===== src/rtl/core/clt_pkg.sv =====
// ----------------------------------------------------------------------------
// clt_pkg
// shared widths, codes and the queue item type of the circle/rectangle
// collision test
// ----------------------------------------------------------------------------
package clt_pkg;

  // field widths
  localparam int POS_W      = 24;
  localparam int SIZE_W     = 20;
  localparam int SCALE_W    = 16;
  localparam int FRAC_W     = 8;
  localparam int SHAPE_W    = 2;
  localparam int CFG_IDX_W  = 2;
  localparam int CFG_DATA_W = 20;

  // derived datapath widths
  localparam int PROD_SZ_W = SIZE_W + SCALE_W;      // raw size times scale
  localparam int SSIZE_W   = PROD_SZ_W - FRAC_W;    // scaled size
  localparam int DIST_W    = POS_W + 1;             // centre distance magnitude
  localparam int OPND_W    = SSIZE_W + 1;           // squarer operand
  localparam int CMP_W     = OPND_W + 1;            // doubled distances, extents plus doubled radius
  localparam int SQ_W      = 2 * OPND_W;            // squarer result
  localparam int SUM_W     = SQ_W + 1;              // sum of two squares

  // queue between front and back
  localparam int QDEPTH = 4;
  localparam int QPTR_W = $clog2(QDEPTH);
  localparam int QCNT_W = $clog2(QDEPTH + 1);

  // shape type codes, the fourth code counts as none
  typedef enum logic [SHAPE_W-1:0] {
    SHAPE_NONE   = 2'd0,
    SHAPE_CIRCLE = 2'd1,
    SHAPE_RECT   = 2'd2
  } shape_t;

  // configuration register indexes
  typedef enum logic [CFG_IDX_W-1:0] {
    CFG_OWN_SHAPE  = 2'd0,
    CFG_OWN_WIDTH  = 2'd1,
    CFG_OWN_HEIGHT = 2'd2
  } cfg_reg_t;

  // pair class decided by the front
  typedef enum logic [2:0] {
    KIND_NONE = 3'd0,   // either type is none
    KIND_CC   = 3'd1,   // circle against circle
    KIND_CR   = 3'd2,   // own circle, other rectangle
    KIND_RC   = 3'd3,   // own rectangle, other circle
    KIND_RR   = 3'd4    // rectangle against rectangle
  } kind_t;

  // classified pair as it waits in the queue
  typedef struct packed {
    kind_t               kind;
    logic [DIST_W-1:0]   ax;
    logic [DIST_W-1:0]   ay;
    logic [SSIZE_W-1:0]  ow;
    logic [SSIZE_W-1:0]  oh;
    logic [SSIZE_W-1:0]  tw;
    logic [SSIZE_W-1:0]  th;
  } item_t;

endpackage


===== src/rtl/core/clt_in_if.sv =====
// ----------------------------------------------------------------------------
// clt_in_if
// input channel: one shape pair per beat
// ----------------------------------------------------------------------------
interface clt_in_if;
  logic                                   valid;
  logic                                   ready;
  logic signed [clt_pkg::POS_W-1:0]       own_x;
  logic signed [clt_pkg::POS_W-1:0]       own_y;
  logic        [clt_pkg::SCALE_W-1:0]     own_scale_x;
  logic        [clt_pkg::SCALE_W-1:0]     own_scale_y;
  logic        [clt_pkg::SHAPE_W-1:0]     other_shape;
  logic signed [clt_pkg::POS_W-1:0]       other_x;
  logic signed [clt_pkg::POS_W-1:0]       other_y;
  logic        [clt_pkg::SIZE_W-1:0]      other_width;
  logic        [clt_pkg::SIZE_W-1:0]      other_height;
  logic        [clt_pkg::SCALE_W-1:0]     other_scale_x;
  logic        [clt_pkg::SCALE_W-1:0]     other_scale_y;

  modport source (
    output valid, own_x, own_y, own_scale_x, own_scale_y, other_shape,
           other_x, other_y, other_width, other_height, other_scale_x,
           other_scale_y,
    input  ready
  );

  modport sink (
    input  valid, own_x, own_y, own_scale_x, own_scale_y, other_shape,
           other_x, other_y, other_width, other_height, other_scale_x,
           other_scale_y,
    output ready
  );
endinterface


===== src/rtl/core/clt_cfg_if.sv =====
// ----------------------------------------------------------------------------
// clt_cfg_if
// configuration write channel: register index and data per beat
// ----------------------------------------------------------------------------
interface clt_cfg_if;
  logic                                valid;
  logic                                ready;
  logic [clt_pkg::CFG_IDX_W-1:0]       index;
  logic [clt_pkg::CFG_DATA_W-1:0]      data;

  modport source (output valid, index, data, input ready);
  modport sink   (input valid, index, data, output ready);
endinterface


===== src/rtl/core/clt_front.sv =====
// ----------------------------------------------------------------------------
// clt_front
// holds the own shape registers, scales all sizes, takes the centre
// distances and classifies the pair for the back end
// ----------------------------------------------------------------------------
module clt_front (
  input  logic             clk,
  input  logic             rst_n,
  clt_in_if.sink           in_ch,
  clt_cfg_if.sink          cfg_ch,
  output clt_pkg::item_t   item,
  output logic             item_valid,
  input  logic             item_ready
);

  logic [clt_pkg::SHAPE_W-1:0]   own_shape_r;
  logic [clt_pkg::SIZE_W-1:0]    own_width_r;
  logic [clt_pkg::SIZE_W-1:0]    own_height_r;

  logic [clt_pkg::PROD_SZ_W-1:0] ow_p;
  logic [clt_pkg::PROD_SZ_W-1:0] oh_p;
  logic [clt_pkg::PROD_SZ_W-1:0] tw_p;
  logic [clt_pkg::PROD_SZ_W-1:0] th_p;
  logic [clt_pkg::DIST_W-1:0]    dx;
  logic [clt_pkg::DIST_W-1:0]    dy;
  logic                          own_ok;
  logic                          other_ok;
  clt_pkg::kind_t                kind;
  clt_pkg::item_t                item_nxt;
  clt_pkg::item_t                item_r;
  logic                          valid_r;
  logic                          accept;

  // configuration writes are always taken
  assign cfg_ch.ready = 1'b1;

  always_ff @(posedge clk) begin
    if (!rst_n) begin
      own_shape_r  <= '0;
      own_width_r  <= '0;
      own_height_r <= '0;
    end else if (cfg_ch.valid) begin
      unique case (clt_pkg::cfg_reg_t'(cfg_ch.index))
        clt_pkg::CFG_OWN_SHAPE:  own_shape_r  <= cfg_ch.data[clt_pkg::SHAPE_W-1:0];
        clt_pkg::CFG_OWN_WIDTH:  own_width_r  <= cfg_ch.data[clt_pkg::SIZE_W-1:0];
        clt_pkg::CFG_OWN_HEIGHT: own_height_r <= cfg_ch.data[clt_pkg::SIZE_W-1:0];
        default: ;
      endcase
    end
  end

  // size times scale, one multiplier each
  assign ow_p = clt_pkg::PROD_SZ_W'(own_width_r)        * clt_pkg::PROD_SZ_W'(in_ch.own_scale_x);
  assign oh_p = clt_pkg::PROD_SZ_W'(own_height_r)       * clt_pkg::PROD_SZ_W'(in_ch.own_scale_y);
  assign tw_p = clt_pkg::PROD_SZ_W'(in_ch.other_width)  * clt_pkg::PROD_SZ_W'(in_ch.other_scale_x);
  assign th_p = clt_pkg::PROD_SZ_W'(in_ch.other_height) * clt_pkg::PROD_SZ_W'(in_ch.other_scale_y);

  // signed centre differences, one bit wider than a position
  assign dx = {in_ch.other_x[clt_pkg::POS_W-1], in_ch.other_x}
            - {in_ch.own_x[clt_pkg::POS_W-1], in_ch.own_x};
  assign dy = {in_ch.other_y[clt_pkg::POS_W-1], in_ch.other_y}
            - {in_ch.own_y[clt_pkg::POS_W-1], in_ch.own_y};

  // pair classification
  assign own_ok   = (own_shape_r == clt_pkg::SHAPE_CIRCLE) ||
                    (own_shape_r == clt_pkg::SHAPE_RECT);
  assign other_ok = (in_ch.other_shape == clt_pkg::SHAPE_CIRCLE) ||
                    (in_ch.other_shape == clt_pkg::SHAPE_RECT);

  always_comb begin
    if (!own_ok || !other_ok) begin
      kind = clt_pkg::KIND_NONE;
    end else if (own_shape_r == clt_pkg::SHAPE_CIRCLE) begin
      kind = (in_ch.other_shape == clt_pkg::SHAPE_CIRCLE) ? clt_pkg::KIND_CC
                                                          : clt_pkg::KIND_CR;
    end else begin
      kind = (in_ch.other_shape == clt_pkg::SHAPE_CIRCLE) ? clt_pkg::KIND_RC
                                                          : clt_pkg::KIND_RR;
    end
  end

  // magnitudes and truncated scaled sizes
  always_comb begin
    item_nxt.kind = kind;
    item_nxt.ax   = dx[clt_pkg::DIST_W-1] ? (~dx + 1'b1) : dx;
    item_nxt.ay   = dy[clt_pkg::DIST_W-1] ? (~dy + 1'b1) : dy;
    item_nxt.ow   = ow_p[clt_pkg::PROD_SZ_W-1:clt_pkg::FRAC_W];
    item_nxt.oh   = oh_p[clt_pkg::PROD_SZ_W-1:clt_pkg::FRAC_W];
    item_nxt.tw   = tw_p[clt_pkg::PROD_SZ_W-1:clt_pkg::FRAC_W];
    item_nxt.th   = th_p[clt_pkg::PROD_SZ_W-1:clt_pkg::FRAC_W];
  end

  // one output stage toward the queue
  assign in_ch.ready = !valid_r || item_ready;
  assign accept      = in_ch.valid && in_ch.ready;

  always_ff @(posedge clk) begin
    if (!rst_n) begin
      valid_r <= 1'b0;
    end else if (in_ch.ready) begin
      valid_r <= in_ch.valid;
    end
  end

  always_ff @(posedge clk) begin
    if (accept) begin
      item_r <= item_nxt;
    end
  end

  assign item       = item_r;
  assign item_valid = valid_r;

endmodule


===== src/flat_wrapper.sv =====
// flat-port wrapper written by rule: the top's interface ports become plain ports
module clt_front_flat 
  (clk, rst_n, item, item_valid, item_ready, in_ch_valid, in_ch_own_x, in_ch_own_y, in_ch_own_scale_x, in_ch_own_scale_y, in_ch_other_shape, in_ch_other_x, in_ch_other_y, in_ch_other_width, in_ch_other_height, in_ch_other_scale_x, in_ch_other_scale_y, in_ch_ready, cfg_ch_valid, cfg_ch_index, cfg_ch_data, cfg_ch_ready);
  clt_in_if in_ch_i ();
  clt_cfg_if cfg_ch_i ();
  input  logic clk;
  input  logic rst_n;
  output clt_pkg::item_t item;
  output logic item_valid;
  input  logic item_ready;
  input wire logic [$bits(in_ch_i.valid)-1:0] in_ch_valid;
  input wire logic [$bits(in_ch_i.own_x)-1:0] in_ch_own_x;
  input wire logic [$bits(in_ch_i.own_y)-1:0] in_ch_own_y;
  input wire logic [$bits(in_ch_i.own_scale_x)-1:0] in_ch_own_scale_x;
  input wire logic [$bits(in_ch_i.own_scale_y)-1:0] in_ch_own_scale_y;
  input wire logic [$bits(in_ch_i.other_shape)-1:0] in_ch_other_shape;
  input wire logic [$bits(in_ch_i.other_x)-1:0] in_ch_other_x;
  input wire logic [$bits(in_ch_i.other_y)-1:0] in_ch_other_y;
  input wire logic [$bits(in_ch_i.other_width)-1:0] in_ch_other_width;
  input wire logic [$bits(in_ch_i.other_height)-1:0] in_ch_other_height;
  input wire logic [$bits(in_ch_i.other_scale_x)-1:0] in_ch_other_scale_x;
  input wire logic [$bits(in_ch_i.other_scale_y)-1:0] in_ch_other_scale_y;
  output wire logic [$bits(in_ch_i.ready)-1:0] in_ch_ready;
  input wire logic [$bits(cfg_ch_i.valid)-1:0] cfg_ch_valid;
  input wire logic [$bits(cfg_ch_i.index)-1:0] cfg_ch_index;
  input wire logic [$bits(cfg_ch_i.data)-1:0] cfg_ch_data;
  output wire logic [$bits(cfg_ch_i.ready)-1:0] cfg_ch_ready;
  assign in_ch_i.valid = in_ch_valid;
  assign in_ch_i.own_x = in_ch_own_x;
  assign in_ch_i.own_y = in_ch_own_y;
  assign in_ch_i.own_scale_x = in_ch_own_scale_x;
  assign in_ch_i.own_scale_y = in_ch_own_scale_y;
  assign in_ch_i.other_shape = in_ch_other_shape;
  assign in_ch_i.other_x = in_ch_other_x;
  assign in_ch_i.other_y = in_ch_other_y;
  assign in_ch_i.other_width = in_ch_other_width;
  assign in_ch_i.other_height = in_ch_other_height;
  assign in_ch_i.other_scale_x = in_ch_other_scale_x;
  assign in_ch_i.other_scale_y = in_ch_other_scale_y;
  assign in_ch_ready = in_ch_i.ready;
  assign cfg_ch_i.valid = cfg_ch_valid;
  assign cfg_ch_i.index = cfg_ch_index;
  assign cfg_ch_i.data = cfg_ch_data;
  assign cfg_ch_ready = cfg_ch_i.ready;
  clt_front u_core (.clk(clk), .rst_n(rst_n), .in_ch(in_ch_i), .cfg_ch(cfg_ch_i), .item(item), .item_valid(item_valid), .item_ready(item_ready));
endmodule

===== config.mk =====
export PLATFORM = sky130hd
export DESIGN_NAME = clt_front_flat
export DESIGN_NICKNAME = d
export VERILOG_FILES = /design/src/rtl/core/clt_pkg.sv /design/src/rtl/core/clt_in_if.sv /design/src/rtl/core/clt_cfg_if.sv /design/src/rtl/core/clt_front.sv /design/src/flat_wrapper.sv
export SDC_FILE = /design/constraint.sdc
export NUM_CORES = 2
export LEC_CHECK = 0
export BUFFER_PORTS_ARGS = -buffer_cell sky130_fd_sc_hd__buf_2
export CORE_MARGIN = 5
export CORE_UTILIZATION = 50
export CTS_CLUSTER_SIZE = 40
export DETAILED_ROUTE_END_ITERATION = 6
export PLACE_DENSITY = 0.71
export SLEW_MARGIN = 20
export SYNTH_ARGS = -nofsm -noshare
export SYNTH_HDL_FRONTEND = slang
export SYNTH_SLANG_ARGS = --single-unit

===== constraint.sdc =====
create_clock -name clk -period 7.2 [get_ports clk]
set_input_delay 0.36 -clock clk [delete_from_list [all_inputs] [get_ports clk]]
set_output_delay 0.36 -clock clk [all_outputs]
set_load 0.01 [all_outputs]

==> reports/qor.yml <==
status:
  outcome: "completed"
timing:
  fin_crit_sh_pct: 96.2
  maxSlewViolCount: 0
  whs_ps: 54.3
  fin_tns_setup_ps: 0
  final_hold_viol_count: 0
  fin_skew_ps: 22.1
  min_period_ps: 6920
  tightest_slew_ps: 934
  max_slew_margin_pct: 37.7
  setup_violations: 0
  rsz0062_at_grt: "no"
  max_freq_mhz: 144
synthesis:
  ys_ff_latch: 208
  syn-num-nets: 7077
  synth.avg_cell_area_um2: 9.25
  synth_edf_count: 165
  yosysTopAreaCellShare_pct: 40.2
  synth_cell_type_count: 81
  syn_area_mm2: 0.0497
  synth_area_leaders: "fa_1, ha_1, edfxtp_1, inv_1, and2_1"
  yosysTopAreaCell: "fa_1"
  async_reset_ff_share_pct: 0
  ys_warn_count: 0
  synthCells: 5378
  ys_seq_area_share_pct: 11.7
  synthFlopType: "edfxtp_1"
floorplan:
  start_util_pct: 50.5
  core_mm2: 0.0986
  io_pins: 397
  die_w_um: 325
  rows: 115
  die_h_um: 325
  dieArea_mm2: 0.106
grt:
  grt_pass1_vias: 39510
  grt_pass1_wl_mm: 205
  grt_start_max_net_pins: 137
  grt.total_usage_pct: 23.8
  grt_remaining_overflow: 0
  antenna_found_initial: 28
critical_path:
  max_stage_delay_ps: 510
  end_kind: "register"
  crit_arrival_ps: 7280
  crit_family: "adder cells"
  timing.critical_path.buf_inv: 7
  crit_start: "u_core.own_width_r[11]$_SDFFE_PN0P_"
  cp_slowest_cell: "dfxtp_1"
  cp.required_ps: 7560
  cp_max_fo: 6
  crit_chain: "buf_4, and2_1, fa_1, inv_1, fa_1, fa_1, inv_1, fa_1, fa_1, inv_1, fa_1, inv_1, ha_1, nand4_1, nor2_1, a31oi_1, buf_4, a41oi_2, o31a_1, buf_4, a21o_1, a21o_1, a31oi_1, a21oi_1"
  cp_common_cell: "fa_1"
  start_kind: "register"
  worst-setup-path-type: "register to register"
  reg2reg_from: "u_core.own_width_r[11]$_SDFFE_PN0P_"
drt:
  drtAntennaViolNets: 0
  drt_wl_total_mm: 124
  post_drt_wl_per_cell_um: 17.6
  drc: 0
  num_vias: 36719
  avgViaCountPerCell: 5.22
  drtIter0Drc: 1959
  first_pass_iters: 6
pwr:
  ir_worst_vdd_mv: 0.656
  internal_power_mw: 8.98
  power.share.sequential_pct: 14.1
  p_sw_share_pct: 47.8
  comb_power_share_pct: 76.1
  power_switching_mw: 8.22
  p_leak_nw: 27.9
  p_clk_share_pct: 9.8
  powerDensity_mw_per_mm2: 315
clock_tree:
  clock_latency_ps: 610
  path_clk_slew_ps: 60
  cts.path.max_buffers: 3
  cts_made_buffers: 31
  h-tree-depth: 1
  cts_setup_buffers: 0
  numClockSinks: 208
  tritoncts: "done"
  cts-root-buf: "clkbuf_16"
final_layout:
  area_growth_pct: 9.80
  fin_nets: 7399
  drive_above_1_share_pct: 10.3
job:
  maxCapViolCount: 0
placement:
  gp_congestion: 0.881
  dpl.hpwl_mm: 102
  io_buffers: 395
worst_hold_path:
  worst_hold_path_type: "primary input to register"
  min_from: "cfg_ch_data[12]"
repair_timing:
item	in CTS	in global routing
hold endpoints to repair	27	0
resized for setup	0	6
hold buffers	17	0
endpoints found under the setup margin	0	5
kinds of logic after synthesis:
| kind of cell | count (synthesis) | share of synthesized area (%) |
|---|---|---|
| and+or+nand+nor | 1734 | 16.9 |
| adders and majority gates | 1470 | 52.1 |
| buffers and inverters | 1378 | 10.5 |
| AOI/OAI and AO/OA | 405 | 5.59 |
| DFF | 208 | 11.7 |
| xor gates and xnor gates | 179 | 3.17 |
| muxes | 3 | 0.0629 |
| other | 1 | 0.00754 |
power by group through the flow:
| stage | logic (mW) | clock network [mW] | registers, mW |
|---|---|---|---|
| 2_1_floorplan | 9.36 | 0 | 2.58 |
| 3_3_place_gp | 12.9 | 0 | 2.45 |
| 3_5_place_dp | 13.1 | 0 | 2.44 |
| 4_1_cts | 13.3 | 1.75 | 2.43 |
| 5_1_grt | 15.0 | 1.78 | 2.45 |
| 6_report | 13.1 | 1.69 | 2.42 |
worst register-to-register path, stage by stage, from the launching register on:
cell     delay (ps)
dfxtp_1         510
buf_4           230
and2_1          160
fa_1            430
inv_1           110
fa_1            440
fa_1            510
inv_1            50
fa_1            500
fa_1            500
inv_1            50
fa_1            470
inv_1            60
ha_1            330
nand4_1         210
nor2_1           80
a31oi_1         390
buf_4           210
a41oi_2         200
o31a_1          410
buf_4           170
a21o_1          200
a21o_1          210
a31oi_1         200
a21oi_1          60
cell usage after synthesis, types with 3 or more instances:
master and n:
a2111oi_0 3, a211o_1 5, a211oi_1 13, a21boi_0 48, a21o_1 50, a21oi_1 96
a31oi_1 18, a41o_1 3, a41oi_1 3, and2_1 580, and3_1 20, clkbuf_1 228
dfxtp_1 43, edfxtp_1 165, fa_1 998, ha_1 472, inv_1 1147, nand2_1 833
nand2b_1 16, nand3_1 24, nand3b_1 4, nand4_1 15, nor2_1 130, nor2b_1 28
nor3_1 39, nor3b_1 4, nor4_1 7, nor4b_1 3, o2111ai_1 3, o211a_1 4
o211ai_1 8, o21a_1 27, o21ai_0 54, o21ai_1 3, o21bai_1 11, o221a_2 3
o31a_1 10, o31ai_1 9, o41ai_1 5, or2_2 5, or3_1 12, xnor2_1 117
xor2_1 61
metal layers:
layer | up-vias | routed length [µm] | share of wire [%] | GRT usage, %
met1 | 18437 | 50800 | 41 | 30.9
met3 | 260 | 7920 | 6.4 | 4.24
met4 | 10 | 4610 | 3.7 | 7.71
met5 | - | 58 | 0.047 | 0
li1 | 16902 | - | - | -
met2 | 1110 | 60500 | 49 | 40.8
worst paths after layout:
kind	end	slack, ps	cells past startpoint
setup / recovery	u_core.item[110]$_DFFE_PP_	280	24
hold reg to reg	u_core.item_valid$_SDFFE_PN0N_	530	2
hold / removal	u_core.own_width_r[12]$_SDFFE_PN0P_	50	3
setup reg to reg	u_core.item[110]$_DFFE_PP_	280	24
state kept, by name, summed over array words and instances, names as in the netlist:
| name | flops |
|---|---|
| u_core.item | 165 |
| u_core.item_valid | 1 |
| u_core.own_height_r | 20 |
| u_core.own_shape_r | 2 |
| u_core.own_width_r | 20 |
cells in the final DEF, fill, tap and decap left out, types with 5 or more instances in the layout:
cell type,instances
inv_1,1147
fa_1,998
nand2_1,833
and2_1,579
ha_1,472
buf_2,395
edfxtp_1,165
nor2_1,130
xnor2_1,117
buf_4,107
a21oi_1,96
xor2_1,61
o21ai_0,53
a21o_1,50
a21boi_0,48
nor3_1,39
dfxtp_1,39
clkbuf_16,34
nor2b_1,28
o21a_1,27
nand3_1,24
diode_2,20
and3_1,20
dlygate4sd3_1,17
a31oi_1,16
nand2b_1,16
nand4_1,15
a211oi_1,13
or3_1,12
o21bai_1,11
o31a_1,10
o31ai_1,9
o211ai_1,8
nor4_1,7
a211o_1,5
o41ai_1,5
or2_2,5
bufinv_16,5
area by class of cell:
| type | count | area [µm²] |
|---|---|---|
| antenna | 20 | 50.0 |
| clock buffer | 38 | 876 |
| clock inverter | 17 | 238 |
| fill | 8777 | 44000 |
| inverter | 1147 | 4310 |
| multi-input combinational | 3792 | 38700 |
| sequential | 208 | 5820 |
| tap | 1287 | 1610 |
| timing repair buffer | 520 | 2970 |
metrics by stage:
step	setup WS [ps]	instance area, µm²	util [%]	std cells	power [mW]
2_1_floorplan	379	49700	-	5378	11.9
3_3_place_gp	164	53200	54.0	6937	15.3
3_5_place_dp	126	53200	54.0	6937	15.6
4_1_cts	136	54500	55.3	7009	17.5
5_1_grt	42.4	54600	55.4	7020	19.3
6_report	277	54600	55.4	7029	17.2
(Power assumes the default switching activity.)
