### src/rtl/core/clt_pkg.sv
// ----------------------------------------------------------------------------
// clt_pkg
// shared widths, codes and the queue item type of the circle/rectangle
// collision test
// ----------------------------------------------------------------------------
package clt_pkg;

  // field widths
  localparam int POS_W      = 24;
  localparam int SIZE_W     = 20;
  localparam int SCALE_W    = 16;
  localparam int FRAC_W     = 8;
  localparam int SHAPE_W    = 2;
  localparam int CFG_IDX_W  = 2;
  localparam int CFG_DATA_W = 20;

  // derived datapath widths
  localparam int PROD_SZ_W = SIZE_W + SCALE_W;      // raw size times scale
  localparam int SSIZE_W   = PROD_SZ_W - FRAC_W;    // scaled size
  localparam int DIST_W    = POS_W + 1;             // centre distance magnitude
  localparam int OPND_W    = SSIZE_W + 1;           // squarer operand
  localparam int CMP_W     = OPND_W + 1;            // doubled distances, extents plus doubled radius
  localparam int SQ_W      = 2 * OPND_W;            // squarer result
  localparam int SUM_W     = SQ_W + 1;              // sum of two squares

  // queue between front and back
  localparam int QDEPTH = 4;
  localparam int QPTR_W = $clog2(QDEPTH);
  localparam int QCNT_W = $clog2(QDEPTH + 1);

  // shape type codes, the fourth code counts as none
  typedef enum logic [SHAPE_W-1:0] {
    SHAPE_NONE   = 2'd0,
    SHAPE_CIRCLE = 2'd1,
    SHAPE_RECT   = 2'd2
  } shape_t;

  // configuration register indexes
  typedef enum logic [CFG_IDX_W-1:0] {
    CFG_OWN_SHAPE  = 2'd0,
    CFG_OWN_WIDTH  = 2'd1,
    CFG_OWN_HEIGHT = 2'd2
  } cfg_reg_t;

  // pair class decided by the front
  typedef enum logic [2:0] {
    KIND_NONE = 3'd0,   // either type is none
    KIND_CC   = 3'd1,   // circle against circle
    KIND_CR   = 3'd2,   // own circle, other rectangle
    KIND_RC   = 3'd3,   // own rectangle, other circle
    KIND_RR   = 3'd4    // rectangle against rectangle
  } kind_t;

  // classified pair as it waits in the queue
  typedef struct packed {
    kind_t               kind;
    logic [DIST_W-1:0]   ax;
    logic [DIST_W-1:0]   ay;
    logic [SSIZE_W-1:0]  ow;
    logic [SSIZE_W-1:0]  oh;
    logic [SSIZE_W-1:0]  tw;
    logic [SSIZE_W-1:0]  th;
  } item_t;

endpackage

### src/rtl/core/clt_fifo.sv
// ----------------------------------------------------------------------------
// clt_fifo
// short queue of classified pairs between front and back
// ----------------------------------------------------------------------------
module clt_fifo (
  input  logic             clk,
  input  logic             rst_n,
  input  clt_pkg::item_t   push_item,
  input  logic             push_valid,
  output logic             push_ready,
  output clt_pkg::item_t   pop_item,
  output logic             pop_valid,
  input  logic             pop_ready
);

  clt_pkg::item_t               mem_r [clt_pkg::QDEPTH];
  logic [clt_pkg::QPTR_W-1:0]   wr_ptr_r;
  logic [clt_pkg::QPTR_W-1:0]   rd_ptr_r;
  logic [clt_pkg::QCNT_W-1:0]   count_r;
  logic [clt_pkg::QCNT_W-1:0]   count_nxt;
  logic                         push;
  logic                         pop;

  assign push_ready = (count_r != clt_pkg::QCNT_W'(clt_pkg::QDEPTH));
  assign pop_valid  = (count_r != '0);
  assign push       = push_valid && push_ready;
  assign pop        = pop_valid && pop_ready;
  assign pop_item   = mem_r[rd_ptr_r];

  // occupancy
  always_comb begin
    count_nxt = count_r;
    if (push && !pop) begin
      count_nxt = count_r + 1'b1;
    end else if (pop && !push) begin
      count_nxt = count_r - 1'b1;
    end
  end

  // pointers wrap at the queue depth
  always_ff @(posedge clk) begin
    if (!rst_n) begin
      wr_ptr_r <= '0;
      rd_ptr_r <= '0;
      count_r  <= '0;
    end else begin
      count_r <= count_nxt;
      if (push) begin
        wr_ptr_r <= (wr_ptr_r == clt_pkg::QPTR_W'(clt_pkg::QDEPTH - 1)) ? '0
                                                                        : wr_ptr_r + 1'b1;
      end
      if (pop) begin
        rd_ptr_r <= (rd_ptr_r == clt_pkg::QPTR_W'(clt_pkg::QDEPTH - 1)) ? '0
                                                                        : rd_ptr_r + 1'b1;
      end
    end
  end

  // entry storage
  always_ff @(posedge clk) begin
    if (push) begin
      mem_r[wr_ptr_r] <= push_item;
    end
  end

endmodule

### config.mk
export PLATFORM = sky130hd
export DESIGN_NAME = clt_fifo
export DESIGN_NICKNAME = d
export VERILOG_FILES = /design/src/rtl/core/clt_pkg.sv /design/src/rtl/core/clt_fifo.sv
export SDC_FILE = /design/constraint.sdc
export NUM_CORES = 1
export LEC_CHECK = 0
export ABC_CLOCK_PERIOD_IN_PS = 5960
export BUFFER_PORTS_ARGS = -buffer_cell sky130_fd_sc_hd__buf_2
export CAP_MARGIN = 20
export CORE_AREA = 2 2 203 205
export CTS_CLUSTER_SIZE = 14
export DETAILED_ROUTE_END_ITERATION = 7
export DIE_AREA = 0 0 205 207
export PLACE_DENSITY = 0.87
export SYNTH_ARGS = -nofsm -noshare
export SYNTH_HDL_FRONTEND = slang
export SYNTH_SLANG_ARGS = --single-unit
### constraint.sdc
create_clock -name clk -period 5.96 [get_ports clk]
set_clock_uncertainty 0.15 [all_clocks]
set_input_delay 0 -clock clk [delete_from_list [all_inputs] [get_ports clk]]
set_output_delay 0 -clock clk [all_outputs]
set_load 0.01 [all_outputs]
==> run_results.csv, run 1 <==
group,metric,value,unit
route,ant_nets,0,
hold_path,hold_class,"input pin to register",
route,drc,0,
clocking,cts_max_level,2,
power,ir_drop,505,uV
setup_path,crit_arrival,3.07,ns
sta,fin_crit_sh,0.540,
run,maxCapViolations,0,
outcome,violations,"hold timing",
global_routing,grt_overflow,0,
clocking,postCtsSetupBuffers,0,
synthesis,async_flop_share,0,
synthesis,avgSynthCellArea,26.6,um^2
sta,holdWs,-0.0000618,ns
setup_path,slowest_stage,"dfxtp_4",
synthesis,synth_largest_type_area_fraction,0.815,
sta,fin_crit,3.22,ns
sta,tightest_slew,1.04,ns
final_layout,regArea,20000,um^2
setup_path,end_kind,"output pin",
final_layout,fillers,2032,
setup_path,cp_num_buf_inv,2,
final_layout,fin_nets,1743,
final_layout,utilization,0.773,
place,gp_congestion,0.778,
clocking,cts_buffers,61,
floorplanning,rows,74,
clocking,cts.repair.resized,0,
sta,rsz0062_at_grt,"no",
outcome,outcome,"finished, violations left",
global_routing,grt_util_all_layers,0.272,
sta,relSlewSlack,0.307,
route,avgRoutedWirePerCell,26.2,um
synthesis,synth_edf_count,660,
setup_path,path_max_fanout,93,
synthesis,synth_seq_area_share,0.822,
route,wl,56300,um
floorplanning,die_h,207,um
global_routing,grt_pass1_vias,13500,
global_routing,antenna_found_initial,3,
setup_path,cp_cell_sequence,"buf_12, mux4_2, buf_2",
synthesis,netlist_area,24300,um^2
setup_path,r2r-start,"count_r[0]",
setup_path,startpoint_type,"register",
clocking,cts_tree,"yes",
clocking,clock_sinks,669,
clocking,cts.path.max_buffers,3,
setup_path,crit_type,"register to output pin",
power,p_leak,10.6,nW
synthesis,ys.flop_type,"edfxtp_1",
synthesis,yosysWarningCount,0,
place,place_hpwl,27700,um
sta,setup-violations-final,0,
power,cellPowerDensity,394,nW/um^2
setup_path,cp.required,5.81,ns
route,via_per_inst,5.82,
final_layout,multiInputGateArea,4020,um^2
final_layout,drive_gt1_frac,0.370,
synthesis,syn_inst,913,
floorplanning,coreArea,40400,um^2
synthesis,ys_ff_latch,669,
sta,slew_viol_final,0,
route,via_count,12500,
clocking,cts-hold-fix-buffers,284,
clocking,path_clk_slew,0.07,ns
floorplanning,initial_core_util,0.602,
sta,tns,0,ns
sta,hold_viol,1,
route,drtPass1Iterations,5,
floorplanning,ioPinCount,336,
global_routing,grt_pass1_wl,84000,um
synthesis,synth_top_cell_by_area,"edfxtp_1",
final_layout,area_growth,28.4,%
place,io_buffers,335,
synthesis,synthTopCellsByArea,"edfxtp_1 82%, mux4_2 15%, buf_6 0.83%, dfxtp_1 0.74%, buf_2 0.33%",
synthesis,synth_cell_types,27,
setup_path,max_stage_delay,0.87,ns
floorplanning,die_x,205,um
setup_path,crit_family,"flip-flops",
synthesis,synth_nets,1089,
clocking,clk_latency,0.60,ns
clocking,cts_root_buf,"clkbuf_16",
route,drt_iter0_drc,962,
floorplanning,dieArea,42400,um^2
synthesis,synthTopCellsByCount,"660 x edfxtp_1, 165 x mux4_2, 18 x buf_6, 16 x buf_2, 9 x dfxtp_1",
synthesis,yosysMostFrequentCell,"edfxtp_1",
sta,max_freq,0.311,GHz
hold_path,min-delay-start,"push_item[85]",
global_routing,grt_max_degree,156,
## placed cells by master (no fill, tap or decap), types with 2 or more instances in the layout
master / n
clkbuf_1: 16
and3_4: 4
bufinv_16: 3
buf_12: 4
clkinvlp_4: 2
or3_2: 2
diode_2: 2
edfxtp_1: 660
nor2_1: 2
ha_1: 6
clkbuf_16: 63
clkinv_2: 7
buf_2: 335
o21ai_0: 3
buf_4: 7
inv_1: 3
dfxtp_1: 7
dlygate4sd3_1: 284
clkinv_1: 18
mux2i_1: 2
nand2_1: 5
nand3_1: 2
dfxtp_4: 2
mux4_2: 165
## cell families (layout without fill, tap and decap cells)
family                     count (synthesis)  in the layout  synth area share
DFF                                      669            669             0.822
muxes                                    167            167             0.154
buffers and inverters                     42            744            0.0130
and+or+nand+nor                           20             20           0.00484
adders and majority gates                  7              7           0.00391
AOI/OAI and AO/OA                          6              6           0.00144
xor gates and xnor gates                   2              2          0.000720
other                                      0              2                 0
## report_power, final
group | total [W] | switching [W] | internal, W
registers | 0.00591 | 0.000202 | 0.00571
clock network | 0.00368 | 0.00163 | 0.00205
logic | 0.00270 | 0.00143 | 0.00126
total | 0.0123 | 0.00326 | 0.00903
## per-layer routing
metal | part of all wire | GRT usage
met1 | 0.35 | 0.334
met2 | 0.55 | 0.486
met3 | 0.057 | 0.0428
met4 | 0.038 | 0.107
met5 | 0.00023 | 0
## stage by stage
step	std cells	worst slack [ns]	power, W	hold slack, ns	cell area (um^2)
after floorplan	913	2.67	0.00757	-0.0511	24300
after global placement	1752	3.07	0.00840	0.0598	26500
final	2149	2.74	0.0123	-0.0000618	31200
after CTS	2147	2.66	0.0123	0.000909	31200
after global routing	2148	2.49	0.0127	0.0121	31200
after detailed placement	1752	3.02	0.00848	0.0675	26500
## path summary, 6_finish.rpt
| check | end | depth (start not counted) | slack (ns) |
|---|---|---|---|
| min reg2reg | wr_ptr_r[1] | 2 | 0.38 |
| max reg2reg | mem_r[3][116] | 3 | 2.97 |
| min | mem_r[3][85] | 2 | -0.00006 |
| max | pop_item[60] | 3 | 2.74 |
## area by class of cell
class | count | area share
antenna | 2 | 0.000160
clock buffer | 79 | 0.0524
clock inverter | 32 | 0.00721
inverter | 3 | 0.000361
multi-input combinational | 202 | 0.129
sequential | 669 | 0.641
tap | 532 | 0.0213
timing repair buffer | 630 | 0.149
## sequential cells by signal, summed over array words and instances (netlist names), named ones only
register  flops
mem_r       660
rd_ptr_r      2
wr_ptr_r      2
count_r       3
No activity file was read; power rests on OpenSTA's default activity.
==> run 2: changes to the inputs <==
- ABC_AREA: default -> 1
- ABC_CLOCK_PERIOD_IN_PS: 5960 -> 2800
- CORE_AREA: 2 2 203 205 -> 2 2 223 225
- DIE_AREA: 0 0 205 207 -> 0 0 225 227
- PLACE_DENSITY: 0.87 -> 0.79
- clock period: 5.96 -> 2.8 ns (I/O delays scaled with it)
==> run 2 against run 1 <==
The run now ends clean. Register-to-register slack got worse by 2.5 ns. Sequential power grew 110%. Sequential share of layout area shrank 1.7 points. Worst hold slack better by 0.020 ns. Largest cell class unchanged. Combinational power increased to 3.0 times the previous value. Synthesized cell count is 82% higher. Utilization fell by 11 points.
==> run_results.csv, run 2 <==
group,metric,value,unit
synthesis,syn_inst,1666,
route,via_count,17000,
floorplanning,coreArea,48500,um^2
run,maxCapViolations,0,
setup_path,r2r_setup_slack,0.47,ns
global_routing,grt_overflow,0,
global_routing,grt_util_all_layers,0.245,
sta,fin_crit_sh,0.964,
sta,holdWs,0.0196,ns
setup_path,startpoint_type,"register",
setup_path,crit_arrival,2.55,ns
clocking,cts_root_buf,"clkbuf_16",
floorplanning,ioPinCount,336,
power,power,0.0295,W
clocking,cts.path.max_buffers,3,
synthesis,synth_largest_type_area_fraction,0.794,
sta,relSlewSlack,0.439,
final_layout,largest_reg_flops,660,
clocking,path_clk_slew,0.06,ns
global_routing,grt_pass1_wl,95600,um
setup_path,crit_type,"register to output pin",
synthesis,ys_ff_latch,669,
final_layout,drive_gt1_frac,0.202,
power,cellPowerDensity,919,nW/um^2
sta,fin_crit,2.70,ns
route,wl,63800,um
final_layout,final_cell_mix,"660 x edfxtp_1, 342 x nor2_1, 335 x buf_2",
final_layout,fin_nets,2434,
synthesis,synth_nets,1842,
place,place_area,27100,um^2
hold_path,hold_class,"input pin to register",
setup_path,r2r_cells,8,
synthesis,yosysMostFrequentCell,"edfxtp_1",
setup_path,rr_endpoint,"wr_ptr_r[0]",
global_routing,grt_pass1_vias,17600,
floorplanning,rows,81,
setup_path,r2r-start,"count_r[1]",
place,io_buffers,335,
synthesis,netlist_area,25000,um^2
final_layout,multiInputGateArea,4220,um^2
floorplanning,die_h,227,um
route,avgRoutedWirePerCell,21.8,um
synthesis,yosysWarningCount,0,
floorplanning,die_x,225,um
route,drt_iter0_drc,1642,
final_layout,stdcell_area,32100,um^2
floorplanning,initial_core_util,0.514,
sta,hold_viol,0,
synthesis,avgSynthCellArea,15.0,um^2
outcome,outcome,"completed",
clocking,cts.repair.resized,0,
place,gp_congestion,0.743,
power,ir_drop,917,uV
final_layout,regArea,20000,um^2
synthesis,synthTopCellsByArea,"edfxtp_1 79%, o21ai_0 5.3%, nor2_1 5.2%, o22ai_1 4.1%, buf_6 1.5%",
place,place_hpwl,29200,um
clocking,cts_buffers,66,
sta,rsz0062_at_grt,"no",
setup_path,end_kind,"output pin",
final_layout,regMostFlops,"mem_r",
clocking,clock_sinks,669,
synthesis,synth_seq_area_share,0.801,
synthesis,ys.flop_type,"edfxtp_1",
global_routing,grt_max_degree,179,
route,drtPass1Iterations,6,
clocking,clk_latency,0.59,ns
synthesis,synth_cell_types,20,
setup_path,cp.required,2.65,ns
clocking,cts_tree,"yes",
synthesis,synth_top_cell_by_area,"edfxtp_1",
final_layout,fillers,3078,
global_routing,antenna_found_initial,2,
sta,setup-violations-final,0,
synthesis,synth_edf_count,660,
final_layout,largestRegisters,"mem_r x660, count_r x3",
clocking,cts_max_level,3,
sta,max_freq,0.370,GHz
final_layout,final_common_cell,"edfxtp_1",
setup_path,path_max_fanout,178,
floorplanning,dieArea,51100,um^2
final_layout,area_growth,28.5,%
route,via_per_inst,5.78,
setup_path,crit_end,"pop_item[64]",
synthesis,synthTopCellsByCount,"660 x edfxtp_1, 347 x nor2_1, 265 x o21ai_0, 165 x o22ai_1, 67 x o21ai_1",
power,p_leak,11.3,nW
sta,slew_viol_final,0,
sta,tightest_slew,0.841,ns
route,drc,0,
route,ant_nets,0,
synthesis,async_flop_share,0,
-- run 2: cell types whose count changed after synthesis, moves of 4 or more --
cell / before / now
clkbuf_1: 4 / 57
o22ai_1: 0 / 165
o21ai_0: 3 / 265
mux4_2: 165 / 0
o21ai_1: 1 / 67
inv_1: 3 / 16
buf_6: 18 / 33
nor2_1: 2 / 347
and3_2: 4 / 0
nand2_1: 5 / 15
-- run 2: area by class of cell --
class | instances | area share
clock buffers | 86 | 0.0575
diodes | 3 | 0.000234
well taps | 622 | 0.0243
multi-input cells | 871 | 0.132
clock inverters | 32 | 0.0105
inverters | 17 | 0.00230
flip-flops and latches | 669 | 0.624
repair buffers | 633 | 0.150
-- run 2: critical path, cell delays in order, from the launching register on --
cell	delay, ns
dfxtp_4	0.41
buf_12	0.51
o21ai_0	0.30
o22ai_1	0.33
buf_2	0.20
-- run 2: stage by stage --
stage	TNS, ns	setup WS [ns]	utilization	cells
3_5_place_dp	0	0.803	0.559	2539
2_1_floorplan	-570.58	-0.879	-	1666
5_1_grt	0	0.0461	0.660	2931
4_1_cts	0	0.302	0.660	2930
3_3_place_gp	0	0.857	0.559	2539
6_report	0	0.101	0.661	2933
-- run 2: worst min path at each step --
| stage | start | cells past startpoint | slack (ns) | to |
|---|---|---|---|---|
| detailed placement | push_item[134] | 1 | 0.06 | mem_r[3][134] |
| CTS | push_item[51] | 2 | 0.00006 | mem_r[2][51] |
| finish | push_item[147] | 2 | 0.02 | mem_r[0][147] |
| global placement | push_item[50] | 1 | 0.06 | mem_r[3][50] |
| global route | push_item[159] | 2 | 0.005 | mem_r[2][159] |
| floorplan | push_item[0] | 0 | -0.05 | mem_r[0][0] |
-- run 2: logic make-up (layout without fill, tap and decap cells) --
group / Yosys count / after routing / synth area share
compound gates: 499 / 499 / 0.108
flops: 669 / 669 / 0.801
simple gates: 365 / 365 / 0.0552
buf+inv: 126 / 768 / 0.0314
other cells: 0 / 3 / 0
fa+ha+maj: 7 / 7 / 0.00381
-- run 2: power by group --
| group | internal [W] | switching [W] |
|---|---|---|
| registers | 0.0122 | 0.000284 |
| clock network | 0.00530 | 0.00366 |
| logic | 0.00264 | 0.00540 |
| total | 0.0201 | 0.00935 |
-- run 2: per-layer routing --
metal | routed length, um | track usage | share of wire | vias up
li1 | - | - | - | 7491
met2 | 32700 | 0.432 | 0.51 | 850
met3 | 5540 | 0.0665 | 0.087 | 174
met1 | 23200 | 0.279 | 0.36 | 8440
met5 | 16 | 0 | 0.00025 | -
met4 | 2340 | 0.115 | 0.037 | 2
-- run 2: timing repair --
item,in CTS,in global routing
endpoints found under the hold margin,669,0
hold buffers,273,0
setup buffers,0,0
==> run 3: changes to the inputs <==
- CORE_AREA: 2 2 223 225 -> 2 2 239 241
- DIE_AREA: 0 0 225 227 -> 0 0 241 243
- PLACE_DENSITY: 0.79 -> 0.71
==> run 3 against run 2 <==
Design area rose by 0.40%. Clock power fell by 4.2%. Clock-buffer cell count rose by 1. Routed wire length fell by 6.0%. Die area rose by 15%. Sequential power barely moved. Setup slack improved by 0.10 ns. Critical path depth rose by 1. Utilization fell by 8.5 points. Register-to-register slack got worse by 0.07 ns. Cell count rose by 4.7%. Largest power group unchanged.
==> run_results.csv, run 3 (synthesis results as in run 2) <==
group,metric,value,unit
hold_path,hold_class,"input pin to register",
hold_path,worstHoldEndpoint,"mem_r[1][76]",
place,gp_congestion,0.753,
final_layout,area_growth,29.0,%
final_layout,finalNonFillerCells,3072,
setup_path,startpoint_type,"register",
sta,tns,0,ns
sta,slew_viol_final,0,
power,p_leak,11.3,nW
global_routing,antenna_found_initial,5,
sta,rsz0062_at_grt,"no",
final_layout,largest_reg_flops,660,
floorplanning,dieArea,58600,um^2
hold_path,holdPathStages,2,
floorplanning,coreArea,56000,um^2
floorplanning,die_h,243,um
final_layout,regMostFlops,"mem_r",
run,maxCapViolations,0,
clocking,clock_sinks,669,
floorplanning,ioPinCount,336,
clocking,cts_root_buf,"clkbuf_16",
floorplanning,initial_core_util,0.446,
global_routing,grt_max_degree,106,
sta,tightest_slew,0.699,ns
route,drt_iter0_drc,1277,
sta,setup-violations-final,0,
global_routing,grt_util_all_layers,0.202,
final_layout,final_cell_mix,"660 x edfxtp_1, 342 x nor2_1, 335 x buf_2",
clocking,cts_tree,"yes",
clocking,postCtsSetupBuffers,0,
global_routing,grt_pass1_vias,17200,
final_layout,drive_gt1_frac,0.202,
clocking,cts_max_level,3,
clocking,cts_buffers,69,
route,via_per_inst,5.34,
place,place_inst,2675,
sta,fin_crit,2.60,ns
clocking,cts.path.max_buffers,3,
sta,hold_viol,0,
setup_path,r2r-start,"wr_ptr_r[0]",
sta,fin_crit_sh,0.928,
setup_path,path_max_fanout,58,
setup_path,r2r_cells,7,
route,wl,60000,um
setup_path,rr_endpoint,"wr_ptr_r[1]",
floorplanning,die_x,241,um
place,place_hpwl,30500,um
outcome,outcome,"completed",
route,avgRoutedWirePerCell,19.5,um
route,drc,0,
final_layout,final_common_cell,"edfxtp_1",
sta,max_freq,0.385,GHz
hold_path,min-delay-start,"push_item[76]",
setup_path,end_kind,"output pin",
setup_path,crit_arrival,2.45,ns
global_routing,grt_overflow,0,
setup_path,crit_type,"register to output pin",
final_layout,fin_nets,2440,
clocking,path_clk_slew,0.06,ns
route,drtPass1Iterations,5,
setup_path,cp.required,2.65,ns
setup_path,r2r_setup_slack,0.40,ns
clocking,clk_latency,0.59,ns
global_routing,grt_pass1_wl,91400,um
final_layout,largestRegisters,"mem_r x660, count_r x3",
place,place_ws,0.777,ns
floorplanning,rows,87,
route,via_count,16400,
route,ant_nets,0,
power,ir_drop,577,uV
final_layout,utilization,0.575,
power,cellPowerDensity,898,nW/um^2
place,io_buffers,335,
sta,relSlewSlack,0.534,
sta,layout_setup_ws,0.202,ns
## run 3: cell types whose count changed in the layout (fill, tap and decap cells not counted), sizes merged
cell and delta:
buf +2, bufinv -5, clkbuf +1, clkinv +4
clkinvlp -1, dlygate4sd3 +1, inv +3
## run 3: worst max path at each step
stage,slack [ns],depth (start not counted),from,end
4_1_cts,0.18,5,register,pop_item[31]
3_5_place_dp,0.78,9,count_r[1],count_r[1]
6_report,0.20,5,register,pop_item[96]
2_1_floorplan,-0.88,4,count_r[1],mem_r[0][0]
3_3_place_gp,0.81,9,count_r[1],count_r[1]
5_1_grt,0.06,5,register,pop_item[96]
## run 3: final cells by class
class                   instances  area, um^2
diodes                          3        7.51
clock buffers                  87        1860
clock inverters                33         241
fillers                      4198       23800
inverters                      17        73.8
multi-input cells             871        4220
flip-flops and latches        669       20000
well taps                     756         946
repair buffers                636        4840
## run 3: critical path: stages, from the launching register on
cell and delay (ns):
dfxtp_4 0.61, buf_12 0.31, buf_12 0.28, o21ai_0 0.15, o22ai_1 0.26, buf_2 0.18
## run 3: routing by layer
metal,GRT usage,vias to the layer above,wire length (um)
met5,0,-,18
met4,0.0960,4,2010
met3,0.0506,132,4650
met2,0.349,584,30600
met1,0.235,8163,22700
li1,-,7507,-
## run 3: what timing repair did
action / in CTS / in global routing
gates resized for setup: 0 / 1
hold buffers: 273 / 1
hold endpoints to repair: 683 / 4
setup endpoints to repair: 0 / 1
## run 3: metrics by stage
stage	hold WS (ns)	total power [W]	cell area, um^2
2_1_floorplan	-0.0511	0.0172	25000
3_3_place_gp	0.0592	0.0199	27300
3_5_place_dp	0.0640	0.0201	27300
4_1_cts	0.000203	0.0290	32200
5_1_grt	0.0102	0.0303	32200
6_report	0.0277	0.0289	32200
## run 3: where the power goes
part	internal (W)	switching (W)	leakage, nW
combinational	0.00266	0.00517	4.18
clock	0.00490	0.00368	1.02
sequential	0.0122	0.000302	6.12
total	0.0198	0.00915	11.3
